--- src/design/mf3b_pkg.sv ---
// Shared types and constants for the 3x3 border-aware median filter.
// Used by every module of the block; it depends on nothing else.
package mf3b_pkg;

    localparam int PIXEL_W       = 8;
    localparam int DEF_MAX_WIDTH = 4096;
    localparam int MAX_HEIGHT    = 4096;
    localparam int ROW_W         = 12;
    localparam int CFG_W         = 13;
    localparam int WIN_N         = 9;

    localparam logic REG_IMAGE_WIDTH  = 1'b0;
    localparam logic REG_IMAGE_HEIGHT = 1'b1;

    // One result to be produced from the window: which taps take part,
    // the sorted rank to pick, and the end-of-frame mark.
    typedef struct packed {
        logic [WIN_N-1:0] mask;
        logic [2:0]       target;
        logic             frame_end;
    } res_desc_t;

    typedef struct packed {
        res_desc_t [3:0] desc;
        logic [2:0]      count;
    } job_t;

    // Position of a pixel relative to the image borders.
    typedef struct packed {
        logic c_ge1;
        logic c_ge2;
        logic c_last;
        logic r_ge1;
        logic r_ge2;
        logic r_last;
    } pos_t;

endpackage

--- src/design/mf3b_window.sv ---
// 3x3 window registers and the planning of the results each pixel causes.
// Depends on mf3b_pkg for the descriptor and position types.
module mf3b_window
    import mf3b_pkg::*;
(
    input  logic                     clk,
    input  logic                     rst_n,
    input  logic                     step,
    input  logic                     item_valid,
    input  logic [PIXEL_W-1:0]       above2,
    input  logic [PIXEL_W-1:0]       above1,
    input  logic [PIXEL_W-1:0]       pixel,
    input  pos_t                     pos,
    output logic [WIN_N*PIXEL_W-1:0] win_next,
    output job_t                     job
);

    logic [WIN_N*PIXEL_W-1:0] win_reg;

    function automatic logic [WIN_N-1:0] make_mask(input logic [2:0] rows,
                                                   input logic [2:0] cols);
        logic [WIN_N-1:0] m;
        m = '0;
        for (int wr = 0; wr < 3; wr++)
        begin
            for (int wc = 0; wc < 3; wc++)
            begin
                m[wr*3+wc] = rows[wr] & cols[wc];
            end
        end
        return m;
    endfunction

    function automatic logic [2:0] mid_rank(input logic [WIN_N-1:0] m);
        logic [3:0] n;
        n = '0;
        for (int i = 0; i < WIN_N; i++)
        begin
            n = n + {3'd0, m[i]};
        end
        return 3'((n - 4'd1) >> 1);
    endfunction

    // Window rows: 0 is two rows up, 1 the row above, 2 the incoming row.
    always_comb
    begin
        for (int k = 0; k < 3; k++)
        begin
            win_next[(k*3+0)*PIXEL_W +: PIXEL_W] = win_reg[(k*3+1)*PIXEL_W +: PIXEL_W];
            win_next[(k*3+1)*PIXEL_W +: PIXEL_W] = win_reg[(k*3+2)*PIXEL_W +: PIXEL_W];
        end
        win_next[2*PIXEL_W +: PIXEL_W] = above2;
        win_next[5*PIXEL_W +: PIXEL_W] = above1;
        win_next[8*PIXEL_W +: PIXEL_W] = pixel;
    end

    always_ff @(posedge clk or negedge rst_n)
    begin
        if (!rst_n)
        begin
            win_reg <= '0;
        end
        else if (step && item_valid)
        begin
            win_reg <= win_next;
        end
    end

    // Results come in column order; on the last row each result of the row
    // above is followed by the one for the same column of the last row.
    always_comb
    begin
        logic [2:0]  rows_up;
        logic [2:0]  rows_cur;
        logic [2:0]  cols_prev;
        logic [2:0]  cols_this;
        res_desc_t   d;
        job_t        j;
        rows_up   = {1'b1, 1'b1, pos.r_ge2};
        rows_cur  = {1'b1, pos.r_ge1, 1'b0};
        cols_prev = {1'b1, 1'b1, pos.c_ge2};
        cols_this = {1'b1, pos.c_ge1, 1'b0};
        d = '0;
        j = '0;
        if (item_valid && pos.c_ge1)
        begin
            if (pos.r_ge1)
            begin
                d.mask = make_mask(rows_up, cols_prev);
                d.target = mid_rank(d.mask);
                d.frame_end = 1'b0;
                j.desc[j.count[1:0]] = d;
                j.count = j.count + 3'd1;
            end
            if (pos.r_last)
            begin
                d.mask = make_mask(rows_cur, cols_prev);
                d.target = mid_rank(d.mask);
                d.frame_end = 1'b0;
                j.desc[j.count[1:0]] = d;
                j.count = j.count + 3'd1;
            end
        end
        if (item_valid && pos.c_last)
        begin
            if (pos.r_ge1)
            begin
                d.mask = make_mask(rows_up, cols_this);
                d.target = mid_rank(d.mask);
                d.frame_end = 1'b0;
                j.desc[j.count[1:0]] = d;
                j.count = j.count + 3'd1;
            end
            if (pos.r_last)
            begin
                d.mask = make_mask(rows_cur, cols_this);
                d.target = mid_rank(d.mask);
                d.frame_end = 1'b1;
                j.desc[j.count[1:0]] = d;
                j.count = j.count + 3'd1;
            end
        end
        job = j;
    end

endmodule

--- config.mk ---
export PLATFORM = sky130hd
export DESIGN_NAME = mf3b_window
export DESIGN_NICKNAME = d
export VERILOG_FILES = /design/src/design/mf3b_pkg.sv /design/src/design/mf3b_window.sv
export SDC_FILE = /design/constraint.sdc
export NUM_CORES = 1
export LEC_CHECK = 0
export BUFFER_PORTS_ARGS = -buffer_cell sky130_fd_sc_hd__buf_2
export CAP_MARGIN = 5
export CORE_MARGIN = 1
export CORE_UTILIZATION = 46
export DETAILED_ROUTE_END_ITERATION = 16
export PLACE_DENSITY = 0.89
export RECOVER_POWER = 50
export SLEW_MARGIN = 20
export SYNTH_ARGS = -nofsm -noshare
export SYNTH_HDL_FRONTEND = slang
export SYNTH_SLANG_ARGS = --single-unit
--- constraint.sdc ---
create_clock -name clk -period 3.1 [get_ports clk]
set_input_delay 0.155 -clock clk [delete_from_list [all_inputs] [get_ports clk]]
set_output_delay 0.155 -clock clk [all_outputs]
set_load 0.05 [all_outputs]
---- Yosys cells after proc, flatten, opt, wreduce, memory -nomap -nowiden ----
Index checks and enable logic that the tools add are counted.
storage, ports and cells
  register bits ........................... 72
  input bits .............................. 34
cells by class
  reduce and logical (&&, ||, !) cells .... 6
  $add $sub $neg .......................... 28
  $lt $le $gt $ge ......................... 6
  bitwise logic cells ..................... 4
  muxes and demuxes ....................... 17
operators by type and width
  operator                                                                              number
  55-bit two-way mux                                                                    6
  52-bit bitwise mux                                                                    3
  13-bit demux with 2-bit select                                                        3
  13-bit two-way mux                                                                    3
  16-bit two-way mux                                                                    2
  4-bit by 1-bit adder with 4-bit output (second input constant)                        7
  4-bit by 1-bit subtractor with 4-bit output (second input constant)                   4
  2-bit by 1-bit adder with 3-bit output                                                4
  3-bit by 1-bit adder with 3-bit output (second input constant)                        3
  2-bit by 3-bit < comparator with 1-bit output (second input constant)                 3
  1-bit by 1-bit adder with 2-bit output                                                4
  3-bit by 1-bit adder with 4-bit output                                                2
  3-bit by 1-bit adder with 4-bit output (second input constant)                        2
  4-bit by 1-bit adder with 4-bit output                                                2
  2-bit by 1-bit greater-or-equal comparator with 1-bit output (second input constant)  3
  1-bit logical AND                                                                     6
  1-bit AND                                                                             4

---- Logic depth before layout (Yosys ltp) ----
  depth in word-level cells ............... 33
  mapped depth ............................ 13
  gate-level depth less buffers ........... 12

---- Least setup slack after synthesis ----
OpenSTA, ideal clock, no wires.
  kind .................................... input to output
  start ................................... input port pos[2] in the netlist's numbering
  end ..................................... output port job[13] in the netlist's numbering
  stages on the path ...................... 11
  setup slack ............................. -1.170 ns
  arrival time ............................ 4.115 ns
  required time ........................... 2.945 ns
  cells stage by stage .................... buf_4 > inv_1 > ha_1 > nand3_1 > ha_1 > nand2_1 > a21boi_0 > ha_1 > nand2_1 > a21oi_1 > a2111oi_0
RTL lines
  element      RTL line           RTL
  from (decl)  mf3b_window.sv:13  input pos_t pos,
  to (decl)    mf3b_window.sv:15  output job_t job

==> flow_summary.yaml <==
floorplanning:
  area_of_the_core_um2: 6350
  chipHeight_um: 83.3
  floorplan.die.width_um: 83.3
  initial_utilization: 0.479
  rows: 29
  die_area_um2: 6940
  num_io_pins: 161
cells_and_area:
  insertedDiodeCount: 0
  number_of_flip_flops_in_the_largest_register: 48
  design.final.nets: 475
  layout-area-overhead-vs-synth_pct: 22.2
  nFillCells: 568
  share_of_layout_cells_above_drive_strength_1: 0.396
  final_core_utilization: 0.585
  final_cells: 501
timing:
  skew_ps: 7.09
  final-setup-viol-count: 0
  total_negative_slack_ps: 0
  timing.slew.headroom: 0.241
  max_freq_ghz: 0.343
  report.final.slew_viol_count: 0
  period_share: 0.940
  finalWorstPathRequiredPeriod_ps: 2910
  worstMarginPinSlew_ps: 1140
  hold_viol: 0
  grt_setup_unrepaired: "no"
cts:
  cts.sinks: 48
  cts_max_level: 2
  clock_tree_from_tritoncts: "yes"
  cts_max_path_buffers: 2
  cts_setup_buffers: 0
  clock_latency_ps: 290
  clk_pin_slew_ps: 90
  cts-buffers-inserted: 5
  clock_root_buffer_master: "clkbuf_8"
detailed_routing:
  detail_route.vias_per_cell: 5.20
  antenna_left: 0
  routed_wire_length_per_instance_um: 14.6
  totalWireLength_um: 7310
  drt_iter0_markers: 107
  route.vias.total: 2604
  drc_errors: 0
  dr.pass1.iters: 5
setup_path:
  timing.setup.critical_path_class: "in -> out"
  worst_ep_arrival_time_ps: 2760
  critical_path.endpoint_type: "primary output"
  timing.critical_path.from_type: "primary input"
  timing.critical_path.required_ps: 2940
  cp_max_fo: 5
power_and_ir_drop:
  power-per-cell-area_nw_per_um2: 613
  power.static_leakage_nw: 1.83
  irDropWorstVdd_mv: 0.500
logic_synthesis:
  synth_area_leaders: "dfrtp_1, mux2_2, buf_4, ha_1, a21oi_1"
  synth_sequential_area_ratio: 0.395
  syn-mean-instance-area_um2: 10.3
  asyncSetResetFlopFracSynth: 1.00
  synth_top_area_share: 0.395
  ys_types: 42
  synth_enable_flop_cells: 0
  synth_warnings: 0
  syn_inst: 295
  flop_and_latch_count_out_of_synthesis: 48
  synth_flop_cell: "dfrtp_1"
  netlist.top_cell.by_area: "dfrtp_1"
  netlist_area_um2: 3040
global_routing:
  number_of_antenna_violations_at_the_first_check_in_global_routing: 0
  total_congestion_overflow: 0
  globalRouteTotalUtil: 0.208
  grt_first_pass_wirelength_um: 11600
  maximum_number_of_pins_on_one_net_before_global_route_repair: 49
  first_global_vias: 2459
placement:
  gp_routability_congestion: 0.909
  io_buffer_count: 150
  dpl.hpwl_um: 5790
  placedCellCount: 492
hold_path:
  hp-class: "in -> reg"
run:
  cap_viol_max_count: 0
outcome:
  run_status: "complete, no violations"
==> stage by stage <==
stage / power (W) / hold slack (ps) / worst slack [ps] / cell area, um^2
after floorplan: 0.00165 / -141 / 75.0 / 3100
after global placement: 0.00185 / 371 / 158 / 3660
after detailed placement: 0.00188 / 388 / 32.5 / 3660
after CTS: 0.00233 / 58.3 / 20.8 / 3770
after global routing: 0.00238 / 93.1 / 39.3 / 3710
final: 0.00228 / 104 / 186 / 3710
==> timing repair <==
action                                 CTS  global route
hold buffers                             0             1
endpoints found under the hold margin    0            48
setup endpoints to repair                0             2
gates resized for setup                  0             1
==> synth_stat cells, types with 4 or more instances <==
library cell	number
a21oi_1	16
and2_1	5
buf_2	5
buf_4	42
dfrtp_1	48
ha_1	18
inv_1	13
mux2_2	49
nand2_1	17
nand3_1	16
nor2_1	15
nor3_1	4
o21ai_0	8
==> cell usage in the layout (no fill, tap or decap), types with 4 or more instances in the layout <==
master / synthesis / routed
nand3_1: 16 / 16
mux2_2: 49 / 49
inv_1: 13 / 13
ha_1: 18 / 18
buf_4: 42 / 12
and2_1: 5 / 5
dfrtp_1: 48 / 48
clkbuf_1: 2 / 59
a21oi_1: 16 / 16
o21ai_0: 8 / 4
nor3_1: 4 / 4
buf_2: 5 / 91
clkbuf_8: 0 / 5
o21ai_1: 1 / 4
conb_1: 1 / 10
nand2_1: 17 / 16
nor2_1: 15 / 13
==> layout make-up <==
class / count / area (um^2) / share of cell area
tap: 77 / 96.3 / 0.0259
timing repair buffer: 163 / 778 / 0.209
inverter: 13 / 48.8 / 0.0131
clock inverter: 2 / 35.0 / 0.00943
sequential: 48 / 1200 / 0.323
clock buffer: 6 / 72.6 / 0.0195
multi-input combinational: 192 / 1480 / 0.399
==> layer usage <==
layer | up-vias | wire (um) | GRT usage
met5 | - | 0 | 0
met4 | 0 | 141 | 0.0878
met3 | 12 | 699 | 0.0557
met2 | 173 | 3650 | 0.362
met1 | 1194 | 2810 | 0.241
li1 | 1225 | - | -
==> critical path, stage by stage <==
cell	delay (ps)
buf_2	120
inv_1	60
ha_1	300
nand3_1	90
ha_1	280
nand2_1	80
a21boi_1	370
ha_1	300
nand2_1	130
a311o_1	400
a31oi_2	180
buf_2	280
==> logic make-up after synthesis <==
logic type	share of synthesized area
other	0.00123
multiplexers	0.188
adder cells (fa/ha/maj)	0.0741
flip-flops	0.395
buffers and inverters	0.138
AO/OA/AOI/OAI	0.0946
AND/OR/NAND/NOR	0.106
XOR/XNOR	0.00288
==> worst paths after layout <==
kind / from / endpoint / slack, ps / cells past startpoint
worst max register to register: win_reg[70] / win_reg[62] / 2310 / 1
min in group asynchronous: rst_n / win_reg[13] / 630 / 2
worst min-delay path: pixel[4] / win_reg[68] / 100 / 2
worst max-delay path: pos[0] / job[17] / 190 / 12
worst min register to register: win_reg[34] / win_reg[34] / 510 / 1
max in group asynchronous: rst_n / win_reg[57] / 1760 / 2
==> power breakdown <==
| part | internal, W | leakage, nW | switching, W | total (W) |
|---|---|---|---|---|
| Clock | 0.000240 | 0.0552 | 0.000200 | 0.000440 |
| Sequential | 0.000748 | 0.565 | 0.0000710 | 0.000819 |
| Combinational | 0.000230 | 1.21 | 0.000789 | 0.00102 |
Note: power is estimated with default switching activity, not from simulation.
