==> src/design/mf3b_pkg.sv <==
// Shared types and constants for the 3x3 border-aware median filter.
// Used by every module of the block; it depends on nothing else.
package mf3b_pkg;

    localparam int PIXEL_W       = 8;
    localparam int DEF_MAX_WIDTH = 4096;
    localparam int MAX_HEIGHT    = 4096;
    localparam int ROW_W         = 12;
    localparam int CFG_W         = 13;
    localparam int WIN_N         = 9;

    localparam logic REG_IMAGE_WIDTH  = 1'b0;
    localparam logic REG_IMAGE_HEIGHT = 1'b1;

    // One result to be produced from the window: which taps take part,
    // the sorted rank to pick, and the end-of-frame mark.
    typedef struct packed {
        logic [WIN_N-1:0] mask;
        logic [2:0]       target;
        logic             frame_end;
    } res_desc_t;

    typedef struct packed {
        res_desc_t [3:0] desc;
        logic [2:0]      count;
    } job_t;

    // Position of a pixel relative to the image borders.
    typedef struct packed {
        logic c_ge1;
        logic c_ge2;
        logic c_last;
        logic r_ge1;
        logic r_ge2;
        logic r_last;
    } pos_t;

endpackage

==> src/design/mf3b_select.sv <==
// Rank selection and result serialiser with its output register.
// Depends on mf3b_pkg; fed by mf3b_window with a window and a job.
module mf3b_select
    import mf3b_pkg::*;
(
    input  logic                     clk,
    input  logic                     rst_n,
    input  job_t                     job,
    input  logic [WIN_N*PIXEL_W-1:0] win,
    output logic                     step,
    output logic                     m_tvalid,
    input  logic                     m_tready,
    output logic [PIXEL_W-1:0]       m_tdata,
    output logic                     m_tlast,
    output logic [0:0]               m_tuser
);

    res_desc_t [3:0]          desc_reg;
    logic [2:0]               count_reg;
    logic [1:0]               idx_reg;
    logic [WIN_N*PIXEL_W-1:0] vals_reg;
    logic [WIN_N*WIN_N-1:0]   below_reg;
    logic [WIN_N*WIN_N-1:0]   below_next;
    logic                     m_valid_reg;
    logic [PIXEL_W-1:0]       m_data_reg;
    logic                     m_last_reg;
    logic                     m_fe_reg;
    logic                     busy;
    logic                     is_last;
    logic                     emit;
    res_desc_t                cur;
    logic [PIXEL_W-1:0]       pick_val;

    // below[i*9+j]: tap j sorts before tap i, ties broken by tap index.
    always_comb
    begin
        for (int i = 0; i < WIN_N; i++)
        begin
            for (int j = 0; j < WIN_N; j++)
            begin
                below_next[i*WIN_N+j] =
                    (win[j*PIXEL_W +: PIXEL_W] < win[i*PIXEL_W +: PIXEL_W]) ||
                    ((win[j*PIXEL_W +: PIXEL_W] == win[i*PIXEL_W +: PIXEL_W]) && (j < i));
            end
        end
    end

    assign busy    = (count_reg != 3'd0);
    assign is_last = ({1'b0, idx_reg} == (count_reg - 3'd1));
    assign emit    = busy && (!m_valid_reg || m_tready);
    assign step    = !busy || (emit && is_last);
    assign cur     = desc_reg[idx_reg];

    always_comb
    begin
        logic [3:0] rank;
        pick_val = '0;
        for (int i = 0; i < WIN_N; i++)
        begin
            rank = '0;
            for (int j = 0; j < WIN_N; j++)
            begin
                rank = rank + {3'd0, cur.mask[j] & below_reg[i*WIN_N+j]};
            end
            if (cur.mask[i] && (rank == {1'b0, cur.target}))
            begin
                pick_val = pick_val | vals_reg[i*PIXEL_W +: PIXEL_W];
            end
        end
    end

    always_ff @(posedge clk or negedge rst_n)
    begin
        if (!rst_n)
        begin
            count_reg <= '0;
            idx_reg   <= '0;
        end
        else if (step)
        begin
            count_reg <= job.count;
            idx_reg   <= '0;
        end
        else if (emit)
        begin
            idx_reg <= idx_reg + 2'd1;
        end
    end

    always_ff @(posedge clk)
    begin
        if (step)
        begin
            desc_reg  <= job.desc;
            vals_reg  <= win;
            below_reg <= below_next;
        end
    end

    always_ff @(posedge clk or negedge rst_n)
    begin
        if (!rst_n)
        begin
            m_valid_reg <= 1'b0;
        end
        else if (emit)
        begin
            m_valid_reg <= 1'b1;
        end
        else if (m_tready)
        begin
            m_valid_reg <= 1'b0;
        end
    end

    always_ff @(posedge clk)
    begin
        if (emit)
        begin
            m_data_reg <= pick_val;
            m_last_reg <= is_last;
            m_fe_reg   <= cur.frame_end;
        end
    end

    assign m_tvalid   = m_valid_reg;
    assign m_tdata    = m_data_reg;
    assign m_tlast    = m_last_reg;
    assign m_tuser[0] = m_fe_reg;

endmodule

==> config.mk <==
export PLATFORM = sky130hd
export DESIGN_NAME = mf3b_select
export DESIGN_NICKNAME = d
export VERILOG_FILES = /design/src/design/mf3b_pkg.sv /design/src/design/mf3b_select.sv
export SDC_FILE = /design/constraint.sdc
export NUM_CORES = 1
export LEC_CHECK = 0
export BUFFER_PORTS_ARGS = -buffer_cell sky130_fd_sc_hd__buf_2
export CAP_MARGIN = 20
export CORE_ASPECT_RATIO = 1.25
export CORE_MARGIN = 2
export CORE_UTILIZATION = 65
export CTS_CLUSTER_SIZE = 12
export DETAILED_ROUTE_END_ITERATION = 8
export GPL_TIMING_DRIVEN = 0
export HOLD_SLACK_MARGIN = 0.1
export PLACE_DENSITY_LB_ADDON = 0.1
export SLEW_MARGIN = 25
export SYNTH_ARGS = -nofsm -noshare
export SYNTH_HDL_FRONTEND = slang
export SYNTH_SLANG_ARGS = --single-unit
==> constraint.sdc <==
create_clock -name clk -period 12.05 [get_ports clk]
set_input_delay 1.8075 -clock clk [delete_from_list [all_inputs] [get_ports clk]]
set_output_delay 1.8075 -clock clk [all_outputs]
set_load 0.01 [all_outputs]
* Word-level counts from Yosys, hierarchy flattened
Index checks and enable logic that the tools add are counted.
** Cells by class
- $add $sub $neg :: 74
- $lt $le $gt $ge :: 82
- Equal/unequal tests :: 46
- Mux-type cells :: 15
- Bitwise operators :: 89
- Reductions and logical operators :: 54
** Operator list (number)
- < comparator 8 bit :: 81
- == test 8 bit :: 36
- adder 4 x 1 -> 4 bit :: 49
- bitwise AND 1 bit :: 81
- 2-to-1 mux 8 bit :: 9
- OR 8 bit :: 8
- logical OR 1 bit :: 38
- == test 4 x 3 -> 1 bit :: 9
- adder 3 x 1 -> 4 bit :: 7
- binary-select mux 13 bit (select 2 bit) :: 1
- adder 2 x 1 -> 3 bit :: 7
- adder 1 x 1 -> 2 bit :: 9
- 2-to-1 mux 13 bit :: 1
- logical AND 1 bit :: 11
- 2-to-1 mux 2 bit :: 2
- nonzero test 2 bit :: 2
- == test 2 x 3 -> 1 bit :: 1
- < comparator 2 x 3 -> 1 bit, second input constant :: 1
- nonzero test 3 bit :: 1
- subtractor 3 x 1 -> 3 bit, second input constant :: 1
- adder 2 x 1 -> 2 bit, second input constant :: 1
- zero test 1 bit :: 2
- 2-to-1 mux 1 bit :: 2
** Storage, ports and cells
- Register bits after elaboration :: 221
- Output and inout bits :: 12
- Word-level logic and storage cells :: 380

* Depth between registers and ports, before layout
Gate-level depths: netlist of the first run.
- Word-level depth :: 30
- Mapped depth :: 19

* Least setup slack after synthesis of the first run
No wires, ideal clock.
- Path kind :: input to output
- From :: input port m_tready
- To :: output port step
- Arrival time :: 6.605 ns
- Setup slack :: 3.637 ns
- Stages :: 3
- Buffers on the path :: 0
- Path through :: nand2b_1 -> nand2_1 -> nand2b_1
** On the way
- Word-level cells in the longest chain between the ends :: 4
** RTL lines
- start: declaration :: RTL line mf3b_select.sv:12 : input logic m_tready,
- logical OR 1 bit :: RTL line mf3b_select.sv:50 : assign emit = busy && (!m_valid_reg || m_tready);
- logical AND 1 bit :: RTL line mf3b_select.sv:50
- logical AND 1 bit :: RTL line mf3b_select.sv:51 : assign step = !busy || (emit && is_last);
- logical OR 1 bit :: RTL line mf3b_select.sv:51
- end: declaration :: RTL line mf3b_select.sv:10 : output logic step,
Every way passes these cells.

* Worst setup path after layout of the first run
- From :: register idx_reg[0]
- To :: register m_data_reg[4], in the netlist m_tdata[4], data pin
** On the way
- Word-level cells in the longest chain between the ends :: 30
- Elaborated cells on any way between the ends :: 190
- Those cells by class :: 72 x add/sub; 9 x eq/ne; 11 x mux; 89 x bitwise; 9 x reduce/logical
** RTL lines
- start: declaration :: RTL line mf3b_select.sv:20 : logic [1:0] idx_reg;
- start signal: assignment :: RTL line mf3b_select.sv:86 : idx_reg <= idx_reg + 2'd1;
- binary-select mux 13 bit (select 2 bit) (*) :: RTL line mf3b_select.sv:52 : assign cur = desc_reg[idx_reg];
- 2-to-1 mux 13 bit (implied by the code) (*) :: RTL line mf3b_select.sv:52
- bitwise AND 1 bit :: RTL line mf3b_select.sv:63 : rank = rank + {3'd0, cur.mask[j] & below_reg[i*WIN_N+j]};
- adder 1 x 1 -> 2 bit :: RTL line mf3b_select.sv:63
- adder 2 x 1 -> 3 bit :: RTL line mf3b_select.sv:63
- adder 3 x 1 -> 4 bit :: RTL line mf3b_select.sv:63
- adder 4 x 1 -> 4 bit (5 in series) :: RTL line mf3b_select.sv:63
- == test 4 x 3 -> 1 bit :: RTL line mf3b_select.sv:65 : if (cur.mask[i] && (rank == {1'b0, cur.target}))
- (+11 left out)
- 2-to-1 mux 8 bit :: RTL line mf3b_select.sv:65
- OR 8 bit :: RTL line mf3b_select.sv:67 : pick_val = pick_val | vals_reg[i*PIXEL_W +: PIXEL_W];
- 2-to-1 mux 8 bit :: RTL line mf3b_select.sv:65
- OR 8 bit :: RTL line mf3b_select.sv:67
- 2-to-1 mux 8 bit :: RTL line mf3b_select.sv:65
- OR 8 bit :: RTL line mf3b_select.sv:67
- 2-to-1 mux 8 bit (*) :: RTL line mf3b_select.sv:65
- net pick_val[4] :: RTL line mf3b_select.sv:32 : logic [PIXEL_W-1:0] pick_val;
- end signal: assignment :: RTL line mf3b_select.sv:120 : m_data_reg <= pick_val;
- end: declaration :: RTL line mf3b_select.sv:25 : logic [PIXEL_W-1:0] m_data_reg;
Mark *: on every way through the listed nets, which the timed path passes. The rest lies on a longest branch. The select of a mux whose other input is x is not followed.
A chain may end at the register's enable or synchronous reset.

==> impl_results.md, run 1 <==
* Outcome: completed
* Critical path's slowest cell: a222oi_1
* Post-CTS setup buffers at 0
* CTS Hold Bufs at 0
* CP Data Required Time at 12.26 ns
* Final hold violation count at 0
* Max-slew headroom at 0.301
* Fin util at 0.734
* Worst-path clk slew at 0.06 ns
* CP Launch Type: register
* RSZ-0062 raised after global routing: no
* Synth cell types at 37
* Leakage at 8.22 nW
* Setup TNS at 0 ns
* Synth-to-layout area growth at 11.7%
* Mapped Cells at 1361
* Total power divided by cell area at 272 mW/mm^2
* Post-synth ARST share at 0.0283
* Initial Util at 0.657
* Worst Hold Class: reg2reg
* Clock skew at 0.00899 ns
* Largest net degree at the start of global routing at 51
* Hold WS at 0.552 ns
* Core ar. at 0.0243 sq mm
* Post-synth EDFFs at 206
* Row count at 64
* Mean Syn Cell Area at 11.8 sq um
* Input/output buffers at 141
* Ports at 142
* Delay-heaviest family, CP: adder cells
* TritonRoute pass-1 iters at 5
* Final WL at 41.0 mm
* Vias in the first global route at 11544
* Slowest stage delay, CP at 0.88 ns
* Post-route ant nets at 0
* DR iter-0 viols at 746
* HPWL Detailed at 32.1 mm
* Antenna cells at 0
* # clock sinks at 212
* Initial antenna violation count at 2
* TritonCTS buffer count at 23
* Root Buffer: clkbuf_16
* Die area at 0.0259 sq mm
* Top FF cell, synth: edfxtp_1
* Slew @ Worst Pin at 1.05 ns
* CTS tree: done
* Worst Path Max Fanout at 10
* Die Y at 179 um
* Via count at 11480
* Die width at 144 um
* First-pass GRT wire length at 62.5 mm
* DRC Markers at 0
* Syn_nets at 1860
* Final period utilization at 0.499
* Max Clock Freq at 0.166 GHz
* Max Transition Viols Final at 0
* CP Class: reg2reg
* Placed Instances at 1836
* Post-synthesis sequential area ratio at 0.396
* Cell Count, Final, Fillers Out at 1872
* Critical path cell sequence: buf_6, buf_2, mux4_2, and2_1, ha_1, fa_1, fa_1, fa_1, inv_1, fa_1, xor2_1, o2111a_1, a222oi_1, nand3_1
* Vias/cell at 6.13
* DP Area at 0.0172 sq mm
* PostCTS Resize Cnt at 0
* Final #Nets at 2030
* Yosys Warn Count at 0
* MaxCap Viol Count at 0
* Min Tclk post-route at 6.01 ns
* WP buf/inv at 3
* CP dominant cell by count: fa_1
* Critical Path AT at 6.22 ns
* Longest Clk Path Bufs at 3
* Total grt overflow at 0
* Critical Path End Type: register
* Design Area, Final at 0.0179 sq mm
* H-tree Lvls at 1
* Routed WL per cell at 21.9 um
* Worst skew pair latency at 0.51 ns
* VDD IR max at 183 uV
* Layout cell share with drive strength beyond 1 at 0.134
* Aggregate global-route resource usage at 0.321
* Routability cong. at 0.934
* Seq cells post-synth at 212
* Mapped cell area at 0.0160 sq mm
* Final setup viols at 0
cell families (layout without fill, tap and decap cells):
group / count (synthesis) / in the layout / share of synthesized area
AND/OR/NAND/NOR: 285 / 285 / 0.103
buffers and inverters: 122 / 303 / 0.0310
AO/OA/AOI/OAI: 323 / 323 / 0.124
other: 1 / 1 / 0.000234
multiplexers: 14 / 14 / 0.0189
adder cells (fa/ha/maj): 369 / 369 / 0.306
XOR/XNOR: 35 / 35 / 0.0201
flip-flops: 212 / 212 / 0.396
cell type report:
class | count | area (sq um)
Buffer | 9 | 72.6
Clock buffer | 28 | 594
Clock inverter | 8 | 68.8
Fill cell | 1773 | 6460
Inverter | 113 | 424
Multi-Input combinational cell | 1027 | 9180
Sequential cell | 212 | 6340
Tap cell | 330 | 413
Timing Repair Buffer | 145 | 793
placed cells by master (no fill, tap or decap), types with 6 or more instances in the layout:
master	netlist	routed
dfrtp_1	6	6
inv_1	113	113
buf_2	4	145
a21o_1	51	51
clkbuf_16	0	23
mux4_2	13	13
ha_1	332	332
fa_1	37	37
nand4_1	27	27
edfxtp_1	206	206
nand2b_1	39	38
nand2_1	29	29
nor2b_1	38	38
a21oi_1	83	83
o21ai_0	112	112
a222oi_1	20	20
nand3_1	61	61
xnor2_1	13	13
o21a_1	49	49
and3_1	25	25
xor2_1	20	20
and2_1	51	51
synth_stat cells, drive strengths merged (2+ instances only):
| cell type | number | area, sq um |
|---|---|---|
| nor2 | 7 | 28.8 |
| and4 | 2 | 20.0 |
| nand2b | 39 | 244 |
| xnor2 | 15 | 146 |
| fa | 37 | 741 |
| a21oi | 83 | 415 |
| o21ai | 114 | 571 |
| nand2 | 29 | 109 |
| nor2b | 38 | 238 |
| nand3 | 61 | 305 |
| a22oi | 3 | 22.5 |
| mux4 | 13 | 293 |
| inv | 113 | 424 |
| nand4 | 27 | 169 |
| xor2 | 20 | 175 |
| edfxtp | 206 | 6190 |
| and3 | 25 | 156 |
| o21a | 49 | 368 |
| a22o | 2 | 17.5 |
| ha | 332 | 4150 |
| dfrtp | 6 | 150 |
| and2 | 51 | 319 |
| a21o | 51 | 383 |
| buf | 9 | 72.6 |
| nor3 | 5 | 45.0 |
| a222oi | 20 | 200 |
through the flow:
step | worst slack [ns] | power [mW]
detailed placement | 6.17 | 4.21
global route | 5.96 | 5.22
finish | 6.04 | 4.87
floorplan | 3.64 | 3.43
CTS | 6.15 | 4.88
global placement | 1.11 | 4.18
routing by layer:
layer | global-route usage | wire length [um] | vias up
li1 | - | - | 5463
met3 | 0.0429 | 2830 | 115
met1 | 0.408 | 16200 | 5461
met4 | 0.143 | 2050 | 0
met2 | 0.545 | 19900 | 441
met5 | 0 | 0 | -
worst reg2reg max path, cell delays in order, from the launching register on:
cell	delay, ns
dfrtp_1	0.34
buf_6	0.16
buf_2	0.33
mux4_2	0.70
and2_1	0.25
ha_1	0.32
fa_1	0.53
fa_1	0.55
fa_1	0.46
inv_1	0.08
fa_1	0.42
xor2_1	0.17
o2111a_1	0.34
a222oi_1	0.89
nand3_1	0.17
worst paths after layout:
kind                            start            to  slack (ns)  cells after the start
setup / recovery           idx_reg[0]    m_tdata[4]        6.04                     14
hold / removal               m_tvalid      m_tvalid        0.55                      2
setup reg to reg           idx_reg[0]    m_tdata[4]        6.04                     14
hold reg to reg              m_tvalid      m_tvalid        0.55                      2
max in group asynchronous       rst_n  count_reg[1]       10.79                      1
min in group asynchronous       rst_n    idx_reg[0]        1.11                      1
power by group:
part / internal, mW / switching, mW / leakage (nW)
combinational: 1.19 / 1.78 / 5.93
sequential: 1.20 / 0.0589 / 1.97
clock: 0.369 / 0.271 / 0.325
total: 2.76 / 2.11 / 8.22
Power figures use the tool's default switching activity.
==> inputs of run 2 (changes only) <==
--- a/config.mk
+++ b/config.mk
@@ -9,7 +9,7 @@
 export CAP_MARGIN = 20
 export CORE_ASPECT_RATIO = 1.25
 export CORE_MARGIN = 2
-export CORE_UTILIZATION = 65
+export CORE_UTILIZATION = 61
 export CTS_CLUSTER_SIZE = 12
 export DETAILED_ROUTE_END_ITERATION = 8
 export GPL_TIMING_DRIVEN = 0
==> constraint.sdc (replaced) <==
create_clock -name clk -period 6.27 [get_ports clk]
set_input_delay 0.9405 -clock clk [delete_from_list [all_inputs] [get_ports clk]]
set_output_delay 0.9405 -clock clk [all_outputs]
set_load 0.01 [all_outputs]
==> run 2 against run 1 <==
Net effect: global-route usage is 0.95 points lower; first-iteration DRC count is 4.0% lower; hold slack worse by 0.31 ns; power is 91% higher; sequential power is 93% higher; critical path depth stayed put; combinational power is 91% higher.
==> impl_results.md, run 2 (synthesis results as in run 1) <==
* Routability cong. at 0.926 (was 0.934)
* Initial Util at 0.617 (was 0.657)
* Leakage at 8.21 nW (was 8.22 nW)
* Post-route ant nets at 0 (unchanged)
* Final setup viols at 0 (unchanged)
* PostCTS Resize Cnt at 0 (unchanged)
* Final #Nets at 2030 (unchanged)
* VDD IR max at 331 uV (was 183 uV)
* Via count at 11368 (was 11480)
* Slew @ Worst Pin at 0.911 ns (was 1.05 ns)
* Outcome: completed (unchanged)
* MaxCap Viol Count at 0 (unchanged)
* Clock skew at 0.0115 ns (was 0.00899 ns)
* R2R depth at 14 (unchanged)
* Vias in the first global route at 11766 (was 11544)
* DR iter-0 viols at 716 (was 746)
* Fin util at 0.689 (was 0.734)
* Worst Path Max Fanout at 10 (unchanged)
* Largest net degree at the start of global routing at 51 (unchanged)
* Worst skew pair latency at 0.52 ns (was 0.51 ns)
* CTS tree: done (unchanged)
* Die area at 0.0275 sq mm (was 0.0259 sq mm)
* Fillers at 2002 (was 1773)
* Critical Path AT at 6.00 ns (was 6.22 ns)
* Total grt overflow at 0 (unchanged)
* Input/output buffers at 141 (unchanged)
* Worst Hold Class: in2async (was reg2reg)
* Die width at 149 um (was 144 um)
* Layout cell share with drive strength beyond 1 at 0.134 (about the same)
* Vias/cell at 6.04 (was 6.13)
* Aggregate global-route resource usage at 0.311 (was 0.321)
* DRC Markers at 0 (unchanged)
* Row count at 66 (was 64)
* Final WL at 41.6 mm (was 41.0 mm)
* H-tree Lvls at 1 (unchanged)
* CP Launch Type: register (unchanged)
* Synth-to-layout area growth at 11.7% (about the same)
* Most common cell after layout, fill and taps aside: ha_1 (unchanged)
* Final period utilization at 0.921 (was 0.499)
* CP Data Required Time at 6.50 ns (was 12.26 ns)
* Critical path cell sequence: buf_6, buf_2, mux4_2, and2_1, ha_1, fa_1, fa_1, fa_1, inv_1, fa_1, xor2_1, o2111a_1, a222oi_1, nand3_1 (unchanged)
* TritonCTS buffer count at 23 (unchanged)
* Multi-input logic area at 0.00918 sq mm (unchanged)
* Total Power at 9.30 mW (was 4.87 mW)
* Antenna cells at 0 (unchanged)
* Critical Path End Type: register (unchanged)
* Max Transition Viols Final at 0 (unchanged)
* Longest Clk Path Bufs at 3 (unchanged)
* Post-CTS setup buffers at 0 (unchanged)
* HPWL Detailed at 32.5 mm (was 32.1 mm)
* RSZ-0062 raised after global routing: no (unchanged)
* Final hold violation count at 0 (unchanged)
* Routed WL per cell at 22.1 um (was 21.9 um)
* Max-slew headroom at 0.389 (was 0.301)
* Min Tclk post-route at 5.77 ns (was 6.01 ns)
* Most frequent cells in the layout: 332 x ha_1, 206 x edfxtp_1, 145 x buf_2, 113 x inv_1, 112 x o21ai_0 (unchanged)
* First-pass GRT wire length at 64.4 mm (was 62.5 mm)
* Worst-path clk slew at 0.06 ns (about the same)
* Ports at 142 (unchanged)
* CTS Hold Bufs at 0 (unchanged)
* Critical path's slowest cell: mux4_2 (was a222oi_1)
* CP Class: reg2reg (unchanged)
* Initial antenna violation count at 0 (was 2)
* Register area at 0.00634 sq mm (unchanged)
* TritonRoute pass-1 iters at 5 (unchanged)
* # clock sinks at 212 (unchanged)
* Slowest stage delay, CP at 0.70 ns (was 0.88 ns)
* Total power divided by cell area at 521 mW/mm^2 (was 272 mW/mm^2)
* Die Y at 185 um (was 179 um)
* Core ar. at 0.0259 sq mm (was 0.0243 sq mm)
* Max Clock Freq at 0.173 GHz (was 0.166 GHz)
* Root Buffer: clkbuf_16 (unchanged)
* CP dominant cell by count: fa_1 (unchanged)
==> run 2: cell count changes in the layout (fill, tap and decap cells not counted) <==
cell,delta
bufinv_16,-1
inv_6,-1
clkinv_2,+1
clkinvlp_4,+1
clkbuf_1,-1
clkinv_1,+2
==> run 2: metrics by stage <==
stage / setup slack [ns] / instance area (sq um) / cells / hold slack (ns) / setup TNS [ns]
3_3_place_gp: -0.00483 / 17100 / 1842 / 0.520 / -0.00483
4_1_cts: 0.473 / 17900 / 1883 / 0.229 / 0
5_1_grt: 0.255 / 17900 / 1883 / 0.231 / 0
6_report: 0.496 / 17900 / 1883 / 0.241 / 0
3_5_place_dp: 0.485 / 17200 / 1846 / 0.541 / 0
2_1_floorplan: 1.29 / 16000 / 1361 / 0.517 / 0
==> run 2: metal layers <==
metal  global-route usage  wire length, um  vias to the layer above
li1                     -                -                     5462
met3               0.0318             2490                       80
met5                    0                0                        -
met1                0.384            16700                     5444
met4                0.110             1450                        0
met2                0.568            21000                      382
==> run 2: area by class of cell <==
type                       instances  area share
clock buffer                      27      0.0331
sequential                       212       0.355
multi-input combinational       1027       0.514
timing repair buffer             145      0.0444
clock inverter                    10     0.00280
buffer                             9     0.00406
inverter                         113      0.0237
tap                              340      0.0238
==> run 2: path summary, 6_finish.rpt <==
path                               from      endpoint  slack (ns)
min in group clk           vals_reg[26]    m_tdata[2]        0.57
hold / removal                    rst_n    idx_reg[1]        0.24
setup / recovery             idx_reg[0]    m_tdata[7]        0.50
hold reg to reg            vals_reg[26]    m_tdata[2]        0.57
setup reg to reg             idx_reg[0]    m_tdata[7]        0.50
max in group asynchronous         rst_n  count_reg[1]        5.88
==> run 2: power by group <==
| group | switching [mW] | leakage [nW] | internal, mW |
|---|---|---|---|
| registers | 0.119 | 1.97 | 2.31 |
| clock network | 0.535 | 0.312 | 0.665 |
| logic | 3.38 | 5.93 | 2.29 |
==> run 2: worst max-delay path: cells and delay by family, from the launching register on <==
kind / cells / cell delay, ns
fa+ha+maj: 5 / 2.23
compound gates: 2 / 0.99
mux: 1 / 0.70
buf+inv: 3 / 0.59
simple gates: 2 / 0.42
flops: 1 / 0.36
xor+xnor: 1 / 0.17
